===== config.mk =====
export PLATFORM = sky130hd
export DESIGN_NAME = packbits_encoder
export DESIGN_NICKNAME = d
export VERILOG_FILES = /design/src/hw/rtl/pkbenc_pkg.sv /design/src/hw/rtl/pkbenc_ctrl.sv /design/src/hw/rtl/pkbenc_dp.sv /design/src/hw/rtl/packbits_encoder.sv
export SDC_FILE = /design/constraint.sdc
export NUM_CORES = 1
export LEC_CHECK = 0
export ABC_AREA = 1
export BUFFER_PORTS_ARGS = -buffer_cell sky130_fd_sc_hd__clkbuf_2
export CAP_MARGIN = 20
export CELL_PAD_IN_SITES_DETAIL_PLACEMENT = 0
export CELL_PAD_IN_SITES_GLOBAL_PLACEMENT = 2
export CORE_MARGIN = 1.5
export CORE_UTILIZATION = 47
export CTS_CLUSTER_DIAMETER = 150
export DETAILED_ROUTE_END_ITERATION = 7
export PLACE_DENSITY = 0.9
export SETUP_SLACK_MARGIN = 0.05
export SLEW_MARGIN = 20
export SYNTH_ARGS = -nofsm -noshare
export SYNTH_HDL_FRONTEND = slang
export SYNTH_SLANG_ARGS = --single-unit

===== constraint.sdc =====
create_clock -name clk -period 7.2 [get_ports clk]
set_input_delay 0.72 -clock clk [delete_from_list [all_inputs] [get_ports clk]]
set_output_delay 0.72 -clock clk [all_outputs]
set_load 0.005 [all_outputs]

===== src/hw/rtl/pkbenc_pkg.sv =====
// ----------------------------------------------------------------------------
// PackBits encoder package
// Shared types, command and status structs, and constants of the encoder.
// ----------------------------------------------------------------------------
package pkbenc_pkg;

  // Default longest group, run or literal, in bytes.
  localparam int MAX_GROUP_DEF = 128;

  // Code emitted after the flush at end of stream.
  localparam logic [7:0] END_CODE = 8'd128;

  // A run header is this base minus the run length, taken modulo 256.
  localparam logic [8:0] RUN_BASE = 9'd257;

  // Input operation codes.
  localparam logic OP_DATA = 1'b0;
  localparam logic OP_END  = 1'b1;

  // Grouping mode of the encoder.
  typedef enum logic [1:0] {
    MODE_IDLE = 2'd0,
    MODE_RUN  = 2'd1,
    MODE_LIT  = 2'd2
  } mode_t;

  // Controller states.
  typedef enum logic [2:0] {
    S_IDLE,
    S_EVAL,
    S_HDR,
    S_LIT,
    S_RUN,
    S_END
  } ctrl_state_t;

  // Source of the byte pushed into the output packer.
  typedef enum logic [2:0] {
    PUSH_LIT_HDR,
    PUSH_RUN_HDR,
    PUSH_MEM,
    PUSH_RUN_BYTE,
    PUSH_END
  } push_sel_t;

  // New value of the pending count.
  typedef enum logic [1:0] {
    CNT_CLR,
    CNT_ONE,
    CNT_INC,
    CNT_TWO
  } cnt_op_t;

  // Commands from the controller to the datapath.
  typedef struct packed {
    logic      capture;
    logic      lit_load;
    logic      lit_short;
    logic      lit_dec;
    logic      rd_en;
    logic      push;
    push_sel_t push_sel;
    logic      closing;
    logic      run_max;
    logic      upd;
    logic      wr;
    logic      wr_at_zero;
    mode_t     mode_next;
    cnt_op_t   cnt_op;
  } cmd_t;

  // Status from the datapath to the controller.
  typedef struct packed {
    logic  op;
    logic  eq;
    mode_t mode;
    logic  n_zero;
    logic  n_one;
    logic  n_full;
    logic  n_last_slot;
    logic  lit_one;
    logic  push_ready;
  } status_t;

endpackage


===== src/hw/rtl/pkbenc_ctrl.sv =====
// ----------------------------------------------------------------------------
// PackBits encoder controller
// Decides what each accepted item emits and sequences header, literal bytes,
// run byte, end code and the final state update.
// ----------------------------------------------------------------------------
module pkbenc_ctrl
  import pkbenc_pkg::*;
(
  input  logic    clk,
  input  logic    rst,
  input  logic    in_valid,
  output logic    in_stall,
  input  status_t st,
  output cmd_t    cmd
);

  ctrl_state_t state;
  ctrl_state_t state_next;

  // Plan for the captured item; the status it depends on holds until the update.
  logic    act_run;
  logic    act_lit;
  logic    lit_emit;
  logic    run_emit;
  logic    end_emit;
  logic    lit_short;
  logic    run_max;
  logic    upd_wr;
  logic    upd_at_zero;
  mode_t   upd_mode;
  cnt_op_t upd_cnt;

  always_comb begin
    act_run     = (st.mode == MODE_RUN) && !st.n_zero;
    act_lit     = (st.mode == MODE_LIT) && !st.n_zero;
    lit_emit    = 1'b0;
    run_emit    = 1'b0;
    end_emit    = 1'b0;
    lit_short   = 1'b0;
    run_max     = 1'b0;
    upd_wr      = 1'b1;
    upd_at_zero = 1'b0;
    upd_mode    = MODE_RUN;
    upd_cnt     = CNT_INC;
    priority if (st.op == OP_END) begin
      // Flush the pending group, then the end code.
      end_emit = 1'b1;
      lit_emit = !st.n_zero && ((st.mode == MODE_LIT) || st.n_one);
      run_emit = !st.n_zero && !((st.mode == MODE_LIT) || st.n_one);
      upd_wr   = 1'b0;
      upd_mode = MODE_IDLE;
      upd_cnt  = CNT_CLR;
    end else if (act_run) begin
      if (st.eq) begin
        // The run grows; a full run is emitted at once.
        run_emit = st.n_last_slot;
        run_max  = 1'b1;
        upd_mode = st.n_last_slot ? MODE_IDLE : MODE_RUN;
        upd_cnt  = st.n_last_slot ? CNT_CLR : CNT_INC;
      end else begin
        // A run of two or more is emitted; a run of one turns into a literal.
        run_emit    = !st.n_one;
        upd_mode    = MODE_LIT;
        upd_at_zero = !st.n_one;
        upd_cnt     = st.n_one ? CNT_INC : CNT_ONE;
      end
    end else if (act_lit) begin
      if (!st.eq) begin
        // A full literal goes out before the byte is appended.
        lit_emit    = st.n_full;
        upd_mode    = st.n_full ? MODE_RUN : MODE_LIT;
        upd_at_zero = st.n_full;
        upd_cnt     = st.n_full ? CNT_ONE : CNT_INC;
      end else begin
        // The last byte and the new one start a run of two.
        lit_emit    = !st.n_one;
        lit_short   = 1'b1;
        upd_at_zero = 1'b1;
        upd_mode    = MODE_RUN;
        upd_cnt     = CNT_TWO;
      end
    end else begin
      // Nothing pending: the byte starts a run of one.
      upd_at_zero = 1'b1;
      upd_mode    = MODE_RUN;
      upd_cnt     = CNT_ONE;
    end
  end

  // State register.
  always_ff @(posedge clk) begin
    if (rst) begin
      state <= S_IDLE;
    end else begin
      state <= state_next;
    end
  end

  // Next state and commands.
  always_comb begin
    state_next     = state;
    in_stall       = 1'b1;
    cmd            = '0;
    cmd.push_sel   = PUSH_END;
    cmd.lit_short  = lit_short;
    cmd.run_max    = run_max;
    cmd.wr         = upd_wr;
    cmd.wr_at_zero = upd_at_zero;
    cmd.mode_next  = upd_mode;
    cmd.cnt_op     = upd_cnt;
    unique case (state)
      S_IDLE: begin
        in_stall = 1'b0;
        if (in_valid) begin
          cmd.capture = 1'b1;
          state_next  = S_EVAL;
        end
      end
      S_EVAL: begin
        if (lit_emit || run_emit) begin
          cmd.lit_load = lit_emit;
          state_next   = S_HDR;
        end else if (end_emit) begin
          state_next = S_END;
        end else begin
          cmd.upd    = 1'b1;
          state_next = S_IDLE;
        end
      end
      S_HDR: begin
        cmd.push     = 1'b1;
        cmd.push_sel = lit_emit ? PUSH_LIT_HDR : PUSH_RUN_HDR;
        if (st.push_ready) begin
          cmd.rd_en  = lit_emit;
          state_next = lit_emit ? S_LIT : S_RUN;
        end
      end
      S_LIT: begin
        cmd.push     = 1'b1;
        cmd.push_sel = PUSH_MEM;
        cmd.closing  = st.lit_one && !end_emit;
        if (st.push_ready) begin
          cmd.lit_dec = 1'b1;
          if (!st.lit_one) begin
            cmd.rd_en = 1'b1;
          end else if (end_emit) begin
            state_next = S_END;
          end else begin
            cmd.upd    = 1'b1;
            state_next = S_IDLE;
          end
        end
      end
      S_RUN: begin
        cmd.push     = 1'b1;
        cmd.push_sel = PUSH_RUN_BYTE;
        cmd.closing  = !end_emit;
        if (st.push_ready) begin
          if (end_emit) begin
            state_next = S_END;
          end else begin
            cmd.upd    = 1'b1;
            state_next = S_IDLE;
          end
        end
      end
      S_END: begin
        cmd.push     = 1'b1;
        cmd.push_sel = PUSH_END;
        cmd.closing  = 1'b1;
        if (st.push_ready) begin
          cmd.upd    = 1'b1;
          state_next = S_IDLE;
        end
      end
      default: begin
        state_next = S_IDLE;
      end
    endcase
  end

endmodule


===== src/hw/rtl/pkbenc_dp.sv =====
// ----------------------------------------------------------------------------
// PackBits encoder datapath
// Holds mode, pending count and the literal buffer, builds coded bytes and
// packs them four to a result word behind an output register.
// ----------------------------------------------------------------------------
module pkbenc_dp
  import pkbenc_pkg::*;
#(
  parameter int MAX_GROUP = MAX_GROUP_DEF
)
(
  input  logic        clk,
  input  logic        rst,
  input  logic        op,
  input  logic [7:0]  data_byte,
  output logic        out_valid,
  input  logic        out_stall,
  output logic [31:0] out_bytes,
  output logic [2:0]  out_count,
  output logic        out_last,
  input  cmd_t        cmd,
  output status_t     st
);

  localparam int CNT_W = $clog2(MAX_GROUP + 1);
  localparam int IDX_W = $clog2(MAX_GROUP);

  logic             in_op;
  logic [7:0]       in_byte;
  mode_t            mode;
  logic [CNT_W-1:0] cnt;
  logic [7:0]       last_byte;
  logic [CNT_W-1:0] lit_left;
  logic [IDX_W-1:0] rd_ptr;
  logic [7:0]       mem_q;
  logic [7:0]       mem [MAX_GROUP];
  logic [IDX_W-1:0] wr_addr;

  logic [2:0][7:0]  acc;
  logic [1:0]       acc_cnt;
  logic [3:0][7:0]  word;
  logic [7:0]       push_byte;
  logic [CNT_W-1:0] run_len;
  logic             out_free;
  logic             push_ok;
  logic             emit_word;

  // Status for the controller.
  assign out_free = !out_valid || !out_stall;
  always_comb begin
    st             = '0;
    st.op          = in_op;
    st.eq          = (in_byte == last_byte);
    st.mode        = mode;
    st.n_zero      = (cnt == '0);
    st.n_one       = (cnt == CNT_W'(1));
    st.n_full      = (cnt == CNT_W'(MAX_GROUP));
    st.n_last_slot = (cnt == CNT_W'(MAX_GROUP - 1));
    st.lit_one     = (lit_left == CNT_W'(1));
    st.push_ready  = out_free || (!cmd.closing && (acc_cnt != 2'd3));
  end

  // Captured input item.
  always_ff @(posedge clk) begin
    if (cmd.capture) begin
      in_op   <= op;
      in_byte <= data_byte;
    end
  end

  // Mode, pending count and last byte change only at the end of an item.
  always_ff @(posedge clk) begin
    if (rst) begin
      mode <= MODE_IDLE;
      cnt  <= '0;
    end else if (cmd.upd) begin
      mode <= cmd.mode_next;
      unique case (cmd.cnt_op)
        CNT_CLR: cnt <= '0;
        CNT_ONE: cnt <= CNT_W'(1);
        CNT_INC: cnt <= cnt + CNT_W'(1);
        CNT_TWO: cnt <= CNT_W'(2);
        default: cnt <= '0;
      endcase
    end
  end

  always_ff @(posedge clk) begin
    if (cmd.upd && cmd.wr) begin
      last_byte <= in_byte;
    end
  end

  // Literal buffer: one write port at the update, one registered read port.
  // Entries of a run of two or more are never read back.
  assign wr_addr = cmd.wr_at_zero ? '0 : cnt[IDX_W-1:0];

  always_ff @(posedge clk) begin
    if (cmd.upd && cmd.wr) begin
      mem[wr_addr] <= in_byte;
    end
    if (cmd.rd_en) begin
      mem_q <= mem[rd_ptr];
    end
  end

  // Literal length and read pointer for a flush.
  always_ff @(posedge clk) begin
    if (cmd.lit_load) begin
      lit_left <= cmd.lit_short ? (cnt - CNT_W'(1)) : cnt;
      rd_ptr   <= '0;
    end else begin
      if (cmd.lit_dec) begin
        lit_left <= lit_left - CNT_W'(1);
      end
      if (cmd.rd_en) begin
        rd_ptr <= rd_ptr + IDX_W'(1);
      end
    end
  end

  // Coded byte selection.
  assign run_len = cmd.run_max ? CNT_W'(MAX_GROUP) : cnt;
  always_comb begin
    unique case (cmd.push_sel)
      PUSH_LIT_HDR:  push_byte = 8'(lit_left) - 8'd1;
      PUSH_RUN_HDR:  push_byte = 8'(RUN_BASE - 9'(run_len));
      PUSH_MEM:      push_byte = mem_q;
      PUSH_RUN_BYTE: push_byte = last_byte;
      PUSH_END:      push_byte = END_CODE;
      default:       push_byte = END_CODE;
    endcase
  end

  // Result word: held bytes, the new byte, zeros above.
  always_comb begin
    for (int j = 0; j < 3; j++) begin
      if (2'(j) < acc_cnt) begin
        word[j] = acc[j];
      end else if (2'(j) == acc_cnt) begin
        word[j] = push_byte;
      end else begin
        word[j] = 8'h00;
      end
    end
    word[3] = (acc_cnt == 2'd3) ? push_byte : 8'h00;
  end

  assign push_ok   = cmd.push && st.push_ready;
  assign emit_word = push_ok && (cmd.closing || (acc_cnt == 2'd3));

  // Packer: gather bytes, hand a word to the output register when four are
  // held or the item's final byte arrives.
  always_ff @(posedge clk) begin
    if (rst) begin
      acc     <= '0;
      acc_cnt <= 2'd0;
    end else if (emit_word) begin
      acc     <= '0;
      acc_cnt <= 2'd0;
    end else if (push_ok) begin
      acc[acc_cnt] <= push_byte;
      acc_cnt      <= acc_cnt + 2'd1;
    end
  end

  // Output register.
  always_ff @(posedge clk) begin
    if (rst) begin
      out_valid <= 1'b0;
    end else if (emit_word) begin
      out_valid <= 1'b1;
    end else if (!out_stall) begin
      out_valid <= 1'b0;
    end
  end

  always_ff @(posedge clk) begin
    if (emit_word) begin
      out_bytes <= word;
      out_count <= 3'(acc_cnt) + 3'd1;
      out_last  <= cmd.closing;
    end
  end

endmodule


===== src/hw/rtl/packbits_encoder.sv =====
// ----------------------------------------------------------------------------
// PackBits encoder
// Run-length encoder for a byte stream with end-of-stream flush and end code.
// ----------------------------------------------------------------------------
// One raw byte, or an end-of-stream marker, is taken per transfer, and the
// PackBits code comes out packed up to four bytes per result word, first byte
// in bits 7:0, with out_last on the final word that an item causes. An item
// occupies the block while its coded bytes go out, 0 for most data bytes and
// up to MAX_GROUP + 2 for a literal flush at end of stream, and also while
// out_stall holds a full result word. The packer takes one coded byte per
// cycle while no full word is held up by out_stall, and literal bytes leave
// the buffer through its single registered read port, one per cycle, on the
// same terms. The next item is taken once the item's final byte has entered
// the output register, while that word still waits to be taken.
module packbits_encoder
  import pkbenc_pkg::*;
#(
  parameter int MAX_GROUP = MAX_GROUP_DEF
)
(
  input  logic        clk,
  input  logic        rst,
  input  logic        in_valid,
  output logic        in_stall,
  input  logic        op,
  input  logic [7:0]  data_byte,
  output logic        out_valid,
  input  logic        out_stall,
  output logic [31:0] out_bytes,
  output logic [2:0]  out_count,
  output logic        out_last
);

  cmd_t    cmd;
  status_t st;

  // Sequencing of each item.
  pkbenc_ctrl u_ctrl (
    .clk      (clk),
    .rst      (rst),
    .in_valid (in_valid),
    .in_stall (in_stall),
    .st       (st),
    .cmd      (cmd)
  );

  // Group state, literal buffer and output packing.
  pkbenc_dp #(
    .MAX_GROUP (MAX_GROUP)
  ) u_dp (
    .clk       (clk),
    .rst       (rst),
    .op        (op),
    .data_byte (data_byte),
    .out_valid (out_valid),
    .out_stall (out_stall),
    .out_bytes (out_bytes),
    .out_count (out_count),
    .out_last  (out_last),
    .cmd       (cmd),
    .st        (st)
  );

endmodule


; Word-level counts from Yosys, hierarchy flattened
; Memory sizes are Yosys's and may differ from the RTL's. A register that Yosys moved wholly into a read port is not among the register bits.
; Cells that the tools add are included.
[word_totals]
ff_bits = 108
ram_bits = 1024
mem_count = 1
[mem_list]
columns = name, depth, word_bits, read_ports, rd_ports_with_merged_regs, write_ports, line_no
row1 = u_dp.mem, 128, 8, 1, 1, 1, pkbenc_dp.sv:36  ; logic [7:0] mem [MAX_GROUP];
[classes]
add_sub_neg = 7
order_cmp = 5
n_eq_ne = 29
n_mux = 84
n_reduce_logical = 30
[op_table]
columns = operator, count
row1 = two-way mux 8 bit, 11
row2 = one-hot mux 8 bit (4 select lines), 2
row3 = two-way mux 1 bit, 40
row4 = two-way mux 2 bit, 14
row5 = two-way mux 3 bit, 9
row6 = bitwise mux 24 bit, 1
row7 = one-hot mux 3 bit (6 select lines), 1
row8 = demux 8 bit (select 2 bit), 1
row9 = == test 8 x 1 -> 1 bit (second input constant), 2
row10 = one-hot mux 4 bit (4 select lines), 1
row11 = subtractor 8 x 1 -> 8 bit (second input constant), 2
row12 = == test 3 x 2 -> 1 bit (second input constant), 4
row13 = inequality test 2 x 1 -> 1 bit (second input constant), 6
row14 = logical AND 1 bit, 10
row15 = adder 8 x 1 -> 8 bit (second input constant), 1
row16 = == test 2 bit (second input constant), 4
row17 = == test 8 x 7 -> 1 bit (second input constant), 1
row18 = == test 8 bit, 1
row19 = == test 8 bit (second input constant), 1
row20 = logical NOT 8 bit, 1
row21 = subtractor 1 x 8 -> 8 bit (first input constant), 1
row22 = adder 7 x 1 -> 7 bit (second input constant), 1
row23 = logical NOT 1 bit, 7
row24 = two-way mux 7 bit, 1
row25 = 21 further kinds, 32

; Longest topological paths before layout
; Gate-level depths: netlist of run 1.
[logic_depth]
word_depth = 12
depth_mapped = 19
mapped_depth_nobuf = 18

; Modules after synthesis
; Synthesis of run 1 repeated with hierarchy kept, for this count alone.
[hier_totals]
hier_cells = 4795
area_unflattened_um2 = 49044.5
[modules_own_cells]
columns = module, instances, cells_each, area_per_inst_um2, seq_area_each_um2
row1 = pkbenc_dp, 1, 4694, 48552.8, 33702.3
row2 = pkbenc_ctrl, 1, 101, 491.7, 60.1

; Least setup slack after synthesis of run 1
; Ideal clock, no wire load.
[synth_path]
kind = register to register
startpoint = register u_dp.in_byte[0]
endpoint = memory u_dp.mem[68][0] (enable)
setup_time_ps = 370
arrival_time_ps = 3694
required_time_ps = 6830
slack_ps = 3135
stages_incl_launch_ff = 15
n_path_buf = 2
synth_period_minus_slack_ps = 4065
path_cell_list = edfxtp_1 inv_1 nand2_1 nand2_1 nand2_1 nor2_1 nand2_1 nand2_1 nand3_4 nand3_2 a21oi_4 buf_6 nand2_2 buf_2 nor2_1
[synth_between]
elab_chain_len = 11
elab_cells_between_ends = 20
cone_classes = 1 x eq/ne / 17 x mux / 2 x reduce/logical
[synth_rtl]
columns = item, line_no
row1 = "start, declared", pkbenc_dp.sv:29  ; logic [7:0] in_byte;
row2 = "start signal, assigned", pkbenc_dp.sv:67  ; in_byte <= data_byte;
row3 = == test 8 bit *, pkbenc_dp.sv:53  ; st.eq = (in_byte == last_byte);
row4 = two-way mux 1 bit, pkbenc_ctrl.sv:68  ; if (!st.eq) begin
row5 = two-way mux 1 bit, pkbenc_ctrl.sv:67  ; end else if (act_lit) begin
row6 = two-way mux 1 bit, pkbenc_ctrl.sv:53  ; end else if (act_run) begin
row7 = two-way mux 1 bit, pkbenc_ctrl.sv:45  ; priority if (st.op == OP_END) begin
row8 = logical OR 1 bit, pkbenc_ctrl.sv:120  ; if (lit_emit || run_emit) begin
row9 = two-way mux 1 bit, pkbenc_ctrl.sv:120
row10 = one-hot mux 1 bit (4 select lines), pkbenc_ctrl.sv:111  ; unique case (state)
row11 = logical AND 1 bit, pkbenc_dp.sv:99  ; if (cmd.upd && cmd.wr) begin
row12 = two-way mux 1 bit, pkbenc_dp.sv:99
row13 = two-way mux 1 bit (not written as such), pkbenc_dp.sv:100  ; mem[wr_addr] <= in_byte;
row14 = "end, declared", pkbenc_dp.sv:36
; Every way passes the cells marked *; elsewhere a longest branch is shown, timed or not.

; Final worst setup path of run 1
[layout_path]
startpoint = register u_dp.in_byte[2]
endpoint = memory u_dp.mem[1][1] (enable)
; The elaborated chain is that of the path after synthesis.

==> results of run 1 <==
sequential cells by signal, indices dropped and copies added (netlist names):
register / count
u_dp.mem: 1024
u_dp.out_bytes: 32
u_dp.acc: 24
u_dp.cnt: 8
u_dp.in_byte: 8
u_dp.last_byte: 8
u_dp.lit_left: 8
u_dp.mem_q: 8
u_dp.rd_ptr: 7
u_ctrl.state: 3
u_dp.out_count: 3
u_dp.acc_cnt: 2
u_dp.mode: 2
u_dp.in_op: 1
u_dp.out_last: 1
u_dp.out_valid: 1
how the worst min path moves through the flow:
stage / endpoint / slack (ns) / depth (start not counted)
floorplan: u_dp.mode[1]$_SDFFE_PP0N_ / 0.46 / 2
global placement: u_dp.mode[1]$_SDFFE_PP0N_ / 0.48 / 2
detailed placement: u_dp.mode[0]$_SDFFE_PP0N_ / 0.48 / 2
CTS: u_dp.in_byte[6]$_DFFE_PP_ / 0.19 / 1
global route: u_dp.in_byte[6]$_DFFE_PP_ / 0.20 / 1
finish: u_dp.in_byte[6]$_DFFE_PP_ / 0.22 / 1
critical path, stage by stage (launching register included):
cell and delay [ns]:
edfxtp_1 0.37, buf_12 0.48, inv_1 0.09, nand2_1 0.09, nand2_1 0.06, inv_1 0.05
nand2_1 0.06, nor2_1 0.09, nand2_1 0.10, nand2_1 0.12, nand2_1 0.07, nand2_2 0.09
nand3_2 0.09, a21oi_4 0.64, nand3_2 1.03, nor2_1 1.01
layer usage:
layer	wire length [um]	up-vias
met5	9	-
met4	4950	2
met3	10800	261
met2	59100	1353
met1	52200	14900
li1	-	14100
power by group through the flow:
stage | Combinational [mW] | Sequential [mW] | Clock [mW]
final | 2.26 | 7.44 | 5.97
after global routing | 2.49 | 7.44 | 6.30
after CTS | 2.25 | 7.44 | 6.03
after detailed placement | 2.24 | 7.58 | 0
after global placement | 2.26 | 7.58 | 0
after floorplan | 1.40 | 7.63 | 0
metrics by stage:
stage / instance area, um2 / hold WS (ns) / total power [mW] / instances
final: 51800 / 0.220 / 15.7 / 5284
after global routing: 51800 / 0.202 / 16.2 / 5284
after CTS: 51800 / 0.190 / 15.7 / 5284
after detailed placement: 48000 / 0.484 / 9.82 / 5071
after global placement: 48000 / 0.480 / 9.83 / 5071
after floorplan: 46700 / 0.458 / 9.02 / 3944
cell usage after synthesis (6+ instances only):
library cell	count	area, um2
inv_1	112	420
edfxtp_1	1093	32800
nor3_1	8	40.0
ha_1	12	150
nand3_1	169	846
o21ai_0	573	2870
o221ai_1	18	158
xnor2_1	7	61.3
o21a_1	6	45.0
nand4_1	21	131
nor2_2	12	75.1
nor2_1	842	3160
a21oi_1	49	245
nand2_2	8	50.1
buf_1	16	60.1
o21ai_1	6	30.0
a31oi_1	14	87.6
nand3b_1	9	67.6
clkbuf_1	185	694
dfxtp_1	47	941
buf_2	40	200
xor2_1	12	105
nand2_1	406	1520
o22ai_1	142	888
o211ai_1	102	766
logic make-up (layout without fill, tap and decap cells):
group                      after synthesis  in the layout  share of synthesized area
buffers and inverters                  367            420                     0.0313
xor gates and xnor gates                19             19                    0.00356
DFF                                   1140           1140                      0.722
AOI/OAI and AO/OA                      918            918                      0.110
adders and majority gates               12             12                    0.00321
and+or+nand+nor                       1488           1488                      0.129
layout make-up:
cell class	count	share of cell area
Clock buffer	137	0.0585
Sequential cell	1140	0.652
Tap cell	1287	0.0311
Inverter	119	0.00881
Multi-Input combinational cell	2437	0.223
Timing Repair Buffer	88	0.0127
Clock inverter	76	0.0144
==> results.json, run 1 <==
{
  "async_reset_ff_frac": 0,
  "final.min_clock_period_ns": 5.03,
  "cp-end-kind": "flip-flop",
  "wl_per_cell_um": 24.0,
  "cts_sinks": 1140,
  "final_common_cell": "edfxtp_1",
  "io_buffers": 50,
  "criticalPathCategory": "reg2reg",
  "synth_enable_flop_cells": 1093,
  "drtIter0Drc": 3616,
  "grt_pass1_wl_um": 188000,
  "hold_path.class": "in2reg",
  "die_y_um": 318,
  "fin_crit_sh": 0.698,
  "drv_cap": 0,
  "p_int_mw": 11.4,
  "tightest_slew_ns": 1.12,
  "synth_flop_cell": "edfxtp_1",
  "drc": 0,
  "clockBufferDepth": 3,
  "crit_arrival_ns": 5.34,
  "hold_start": "data_byte[6]",
  "required_ns": 7.51,
  "regArea_mm2": 0.0338,
  "worst-path-max-fanout": 131,
  "core_area_mm2": 0.0984,
  "antenna_found_initial": 2,
  "die_w_um": 318,
  "r2r_slack_ns": 2.17,
  "start_kind": "flip-flop",
  "yosys_warnings": 0,
  "fin_setup_tns_ns": 0,
  "clockRootBuffer": "clkbuf_16",
  "rsz0062_at_grt": "no",
  "crit_path_end": "u_dp.mem[1][1]$_DFFE_PP_",
  "ios": 51,
  "outcome": "finished clean",
  "finish.net_count": 3924,
  "diodes": 0,
  "htree_levels": 3,
  "grt_use_met3": 0.0487,
  "grt.total_usage": 0.249,
  "fill_cells": 8463,
  "switching_share": 0.272,
  "pwr-share-comb": 0.144,
  "setup_viol": 0,
  "mostFrequentLayoutCells": "1093 x edfxtp_1, 840 x nor2_1, 572 x o21ai_0",
  "grt_use_met2": 0.396,
  "cts_tree": "built",
  "seq_area_frac_synth": 0.722,
  "finalWorstSetupSlack_ns": 2.17,
  "cts_setup_buffers": 0,
  "synth_cell_types": 43,
  "post_drt_via_cell_ratio": 5.80,
  "first_global_vias": 29700,
  "vias": 30700,
  "p_per_area_mw_per_mm2": 302,
  "avgSynthCellArea_um2": 11.9,
  "power.share.sequential": 0.475,
  "grt_max_degree": 166,
  "synth_seq_cells": 1140,
  "grt_overflow": 0,
  "fmax_mhz": 199,
  "syn_nets": 3969,
  "grtUsageMet1": 0.338,
  "dieArea_mm2": 0.101,
  "gp_congestion": 0.894,
  "synthCells": 3944,
  "clk_pin_slew_ns": 0.06,
  "initial_utilization": 0.475,
  "p_leak_nw": 17.1,
  "multi_input_area_mm2": 0.0115,
  "reg2reg_to": "u_dp.mem[1][1]$_DFFE_PP_",
  "pwr-share-clk": 0.381,
  "max-slew-margin-rel": 0.255,
  "clkLatencyLatePin_ns": 0.70,
  "fp-row-count": 115,
  "place_ws_ns": 2.24,
  "hold_buffers": 0,
  "gr-max-usage-layer": "met2",
  "r2r_start": "u_dp.in_byte[2]$_DFFE_PP_",
  "final_util": 0.526,
  "drv_slew": 0,
  "ctsResizeCount": 0,
  "cts-buffers-inserted": 113,
  "wirelength_um": 127000,
  "r2r_cells": 15,
  "drive_gt1_frac": 0.0786,
  "clock_skew_ns": 0.0321,
  "cp-startpoint": "u_dp.in_byte[2]$_DFFE_PP_",
  "area_growth_pct": 10.8,
  "firstDrtPassIters": 5,
  "place.detailed.hpwl_um": 74300,
  "syn-cell-area_mm2": 0.0467,
  "finalHoldViolations": 0,
  "ir_drop_v": 0.000192,
  "route.antenna.remaining_nets": 0,
  "p_sw_mw": 4.26
}
No activity file was read; power rests on OpenSTA's default activity.
==> run 2: changes to the inputs <==
Settings changed: CORE_UTILIZATION 47 to 40, PLACE_DENSITY 0.9 to 0.82.
Clock period 7.2 ns to 4.6 ns, I/O delays scaled along.
==> run 2 against run 1 <==
Effect of this change: non-clock buffer count is 78 higher; sequential power grew 56%; first-iteration DRC count down 13%; clock power rose by 60%; combinational power increased by 66%; global-route usage shrank 3.0 points; die area increased by 17%.
==> results.json, run 2 (synthesis gave the netlist of run 1 again) <==
{
  "outcome": "finished clean",
  "route.antenna.remaining_nets": 0,
  "fill_cells": 10600,
  "p_per_area_mw_per_mm2": 472,
  "place.detailed.hpwl_um": 78900,
  "mostFrequentLayoutCells": "1093 x edfxtp_1, 841 x nor2_1, 572 x o21ai_0",
  "final.min_clock_period_ns": 4.07,
  "finish.net_count": 4007,
  "grt.total_usage": 0.219,
  "p_leak_nw": 17.5,
  "dieArea_mm2": 0.119,
  "finalHoldViolations": 0,
  "cts_sinks": 1140,
  "core_area_mm2": 0.116,
  "ir_drop_v": 0.000324,
  "largest-register": "u_dp.mem",
  "worst-path-max-fanout": 11,
  "wl_per_cell_um": 23.4,
  "final_common_cell": "edfxtp_1",
  "clockRootBuffer": "clkbuf_16",
  "crit_arrival_ns": 4.38,
  "ctsResizeCount": 0,
  "fin_crit_sh": 0.884,
  "place_inst": 5376,
  "tightest_slew_ns": 1.07,
  "multi_input_area_mm2": 0.0115,
  "clock_skew_ns": 0.0255,
  "cts-buffers-inserted": 118,
  "timing.critical_path.cells": "inv_1 -> ha_1 -> nand2_2 -> nor2_4 -> nor2_2 -> nand3_1 -> nand3_1 -> inv_2 -> nor2_1 -> nand2_1 -> nor2_1",
  "pwr-share-comb": 0.151,
  "fp-row-count": 125,
  "grt_overflow": 0,
  "area_growth_pct": 12.9,
  "critical_path_buf_inv_count": 2,
  "pwr-share-clk": 0.383,
  "max-slew-margin-rel": 0.288,
  "clk_pin_slew_ns": 0.06,
  "first_global_vias": 30000,
  "rsz0062_at_grt": "no",
  "required_ns": 4.91,
  "grt_pass1_wl_um": 194000,
  "vias": 30800,
  "finalNonFillerCells": 5602,
  "io_buffers": 50,
  "crit_family": "simple AND/OR/NAND/NOR gates",
  "setup_viol": 0,
  "drc": 0,
  "power.share.sequential": 0.466,
  "wirelength_um": 131000,
  "p_sw_mw": 6.83,
  "die_w_um": 345,
  "ios": 51,
  "dpl_cell_area_mm2": 0.0488,
  "top_regs": "u_dp.mem: 1024 flops, u_dp.out_bytes: 32 flops, u_dp.acc: 24 flops",
  "start_kind": "flip-flop",
  "die_y_um": 345,
  "clkLatencyLatePin_ns": 0.70,
  "htree_levels": 3,
  "drive_gt1_frac": 0.0917,
  "drtIter0Drc": 3146,
  "p_int_mw": 18.1,
  "criticalPathCategory": "reg2reg",
  "gp_congestion": 0.892,
  "largest_register_ffs": 1024,
  "initial_utilization": 0.403,
  "hold_path.class": "in2reg",
  "diodes": 0,
  "fmax_mhz": 246,
  "switching_share": 0.274,
  "design_area_mm2": 0.0528,
  "firstDrtPassIters": 5,
  "cp_slowest_stage_delay_ns": 0.76,
  "drv_cap": 0,
  "cp_slowest_cell": "nor2_1",
  "drv_slew": 0,
  "fin_setup_tns_ns": 0,
  "post_drt_via_cell_ratio": 5.50,
  "cp-end-kind": "flip-flop",
  "antenna_found_initial": 0,
  "clockBufferDepth": 3,
  "cts_tree": "built",
  "regArea_mm2": 0.0338,
  "grt_max_degree": 167
}
run 2: through the flow:
stage	worst slack (ns)	hold WS [ns]	util	total power [mW]
2_1_floorplan	0.535	0.458	-	14.1
3_3_place_gp	0.748	0.474	0.421	15.6
3_5_place_dp	0.574	0.482	0.421	15.6
4_1_cts	0.558	0.114	0.455	25.0
5_1_grt	0.300	0.145	0.455	25.8
6_report	0.533	0.176	0.455	24.9
run 2: final timing paths:
kind / cells past startpoint / to / startpoint / slack [ns]
max: 11 / u_dp.mem[58][0]$_DFFE_PP_ / u_dp.cnt[0]$_SDFFE_PP0N_ / 0.53
max reg2reg: 11 / u_dp.mem[58][0]$_DFFE_PP_ / u_dp.cnt[0]$_SDFFE_PP0N_ / 0.53
min: 4 / u_ctrl.state[0]$_SDFFE_PP0P_ / in_valid / 0.18
min reg2reg: 2 / u_dp.mode[1]$_SDFFE_PP0N_ / u_dp.mode[1]$_SDFFE_PP0N_ / 0.49
run 2: layout make-up:
class / count / share of cell area
repair buffers: 166 / 0.0240
inverters: 119 / 0.00865
clock inverters: 78 / 0.0148
flip-flops and latches: 1140 / 0.640
clock buffers: 138 / 0.0581
well taps: 1524 / 0.0361
multi-input cells: 2437 / 0.218
run 2: metal layers:
layer  GRT usage  routed length [um]  up-vias
li1            -                   -    14300
met1       0.306               57900    15300
met2       0.355               61600     1018
met3      0.0348                7970      198
met4      0.0630                3570        0
met5           0                   0        -
run 2: power by group through the flow:
| stage | Clock (mW) | Combinational (mW) | Sequential (mW) |
|---|---|---|---|
| 2_1_floorplan | 0 | 2.19 | 11.9 |
| 3_3_place_gp | 0 | 3.75 | 11.8 |
| 3_5_place_dp | 0 | 3.74 | 11.8 |
| 4_1_cts | 9.66 | 3.76 | 11.6 |
| 5_1_grt | 10.1 | 4.11 | 11.6 |
| 6_report | 9.55 | 3.76 | 11.6 |
run 2: timing repair:
item | in CTS | in global routing
hold buffers | 9 | 0
endpoints found under the hold margin | 9 | 0
setup buffers | 0 | 0
endpoints found under the setup margin | 0 | 0
run 2: worst reg2reg max path, cell delays in order, from the launching register on:
cell,delay [ns]
dfxtp_1,0.62
inv_1,0.27
ha_1,0.30
nand2_2,0.09
nor2_4,0.06
nor2_2,0.16
nand3_1,0.12
nand3_1,0.28
inv_2,0.16
nor2_1,0.35
nand2_1,0.50
nor2_1,0.77
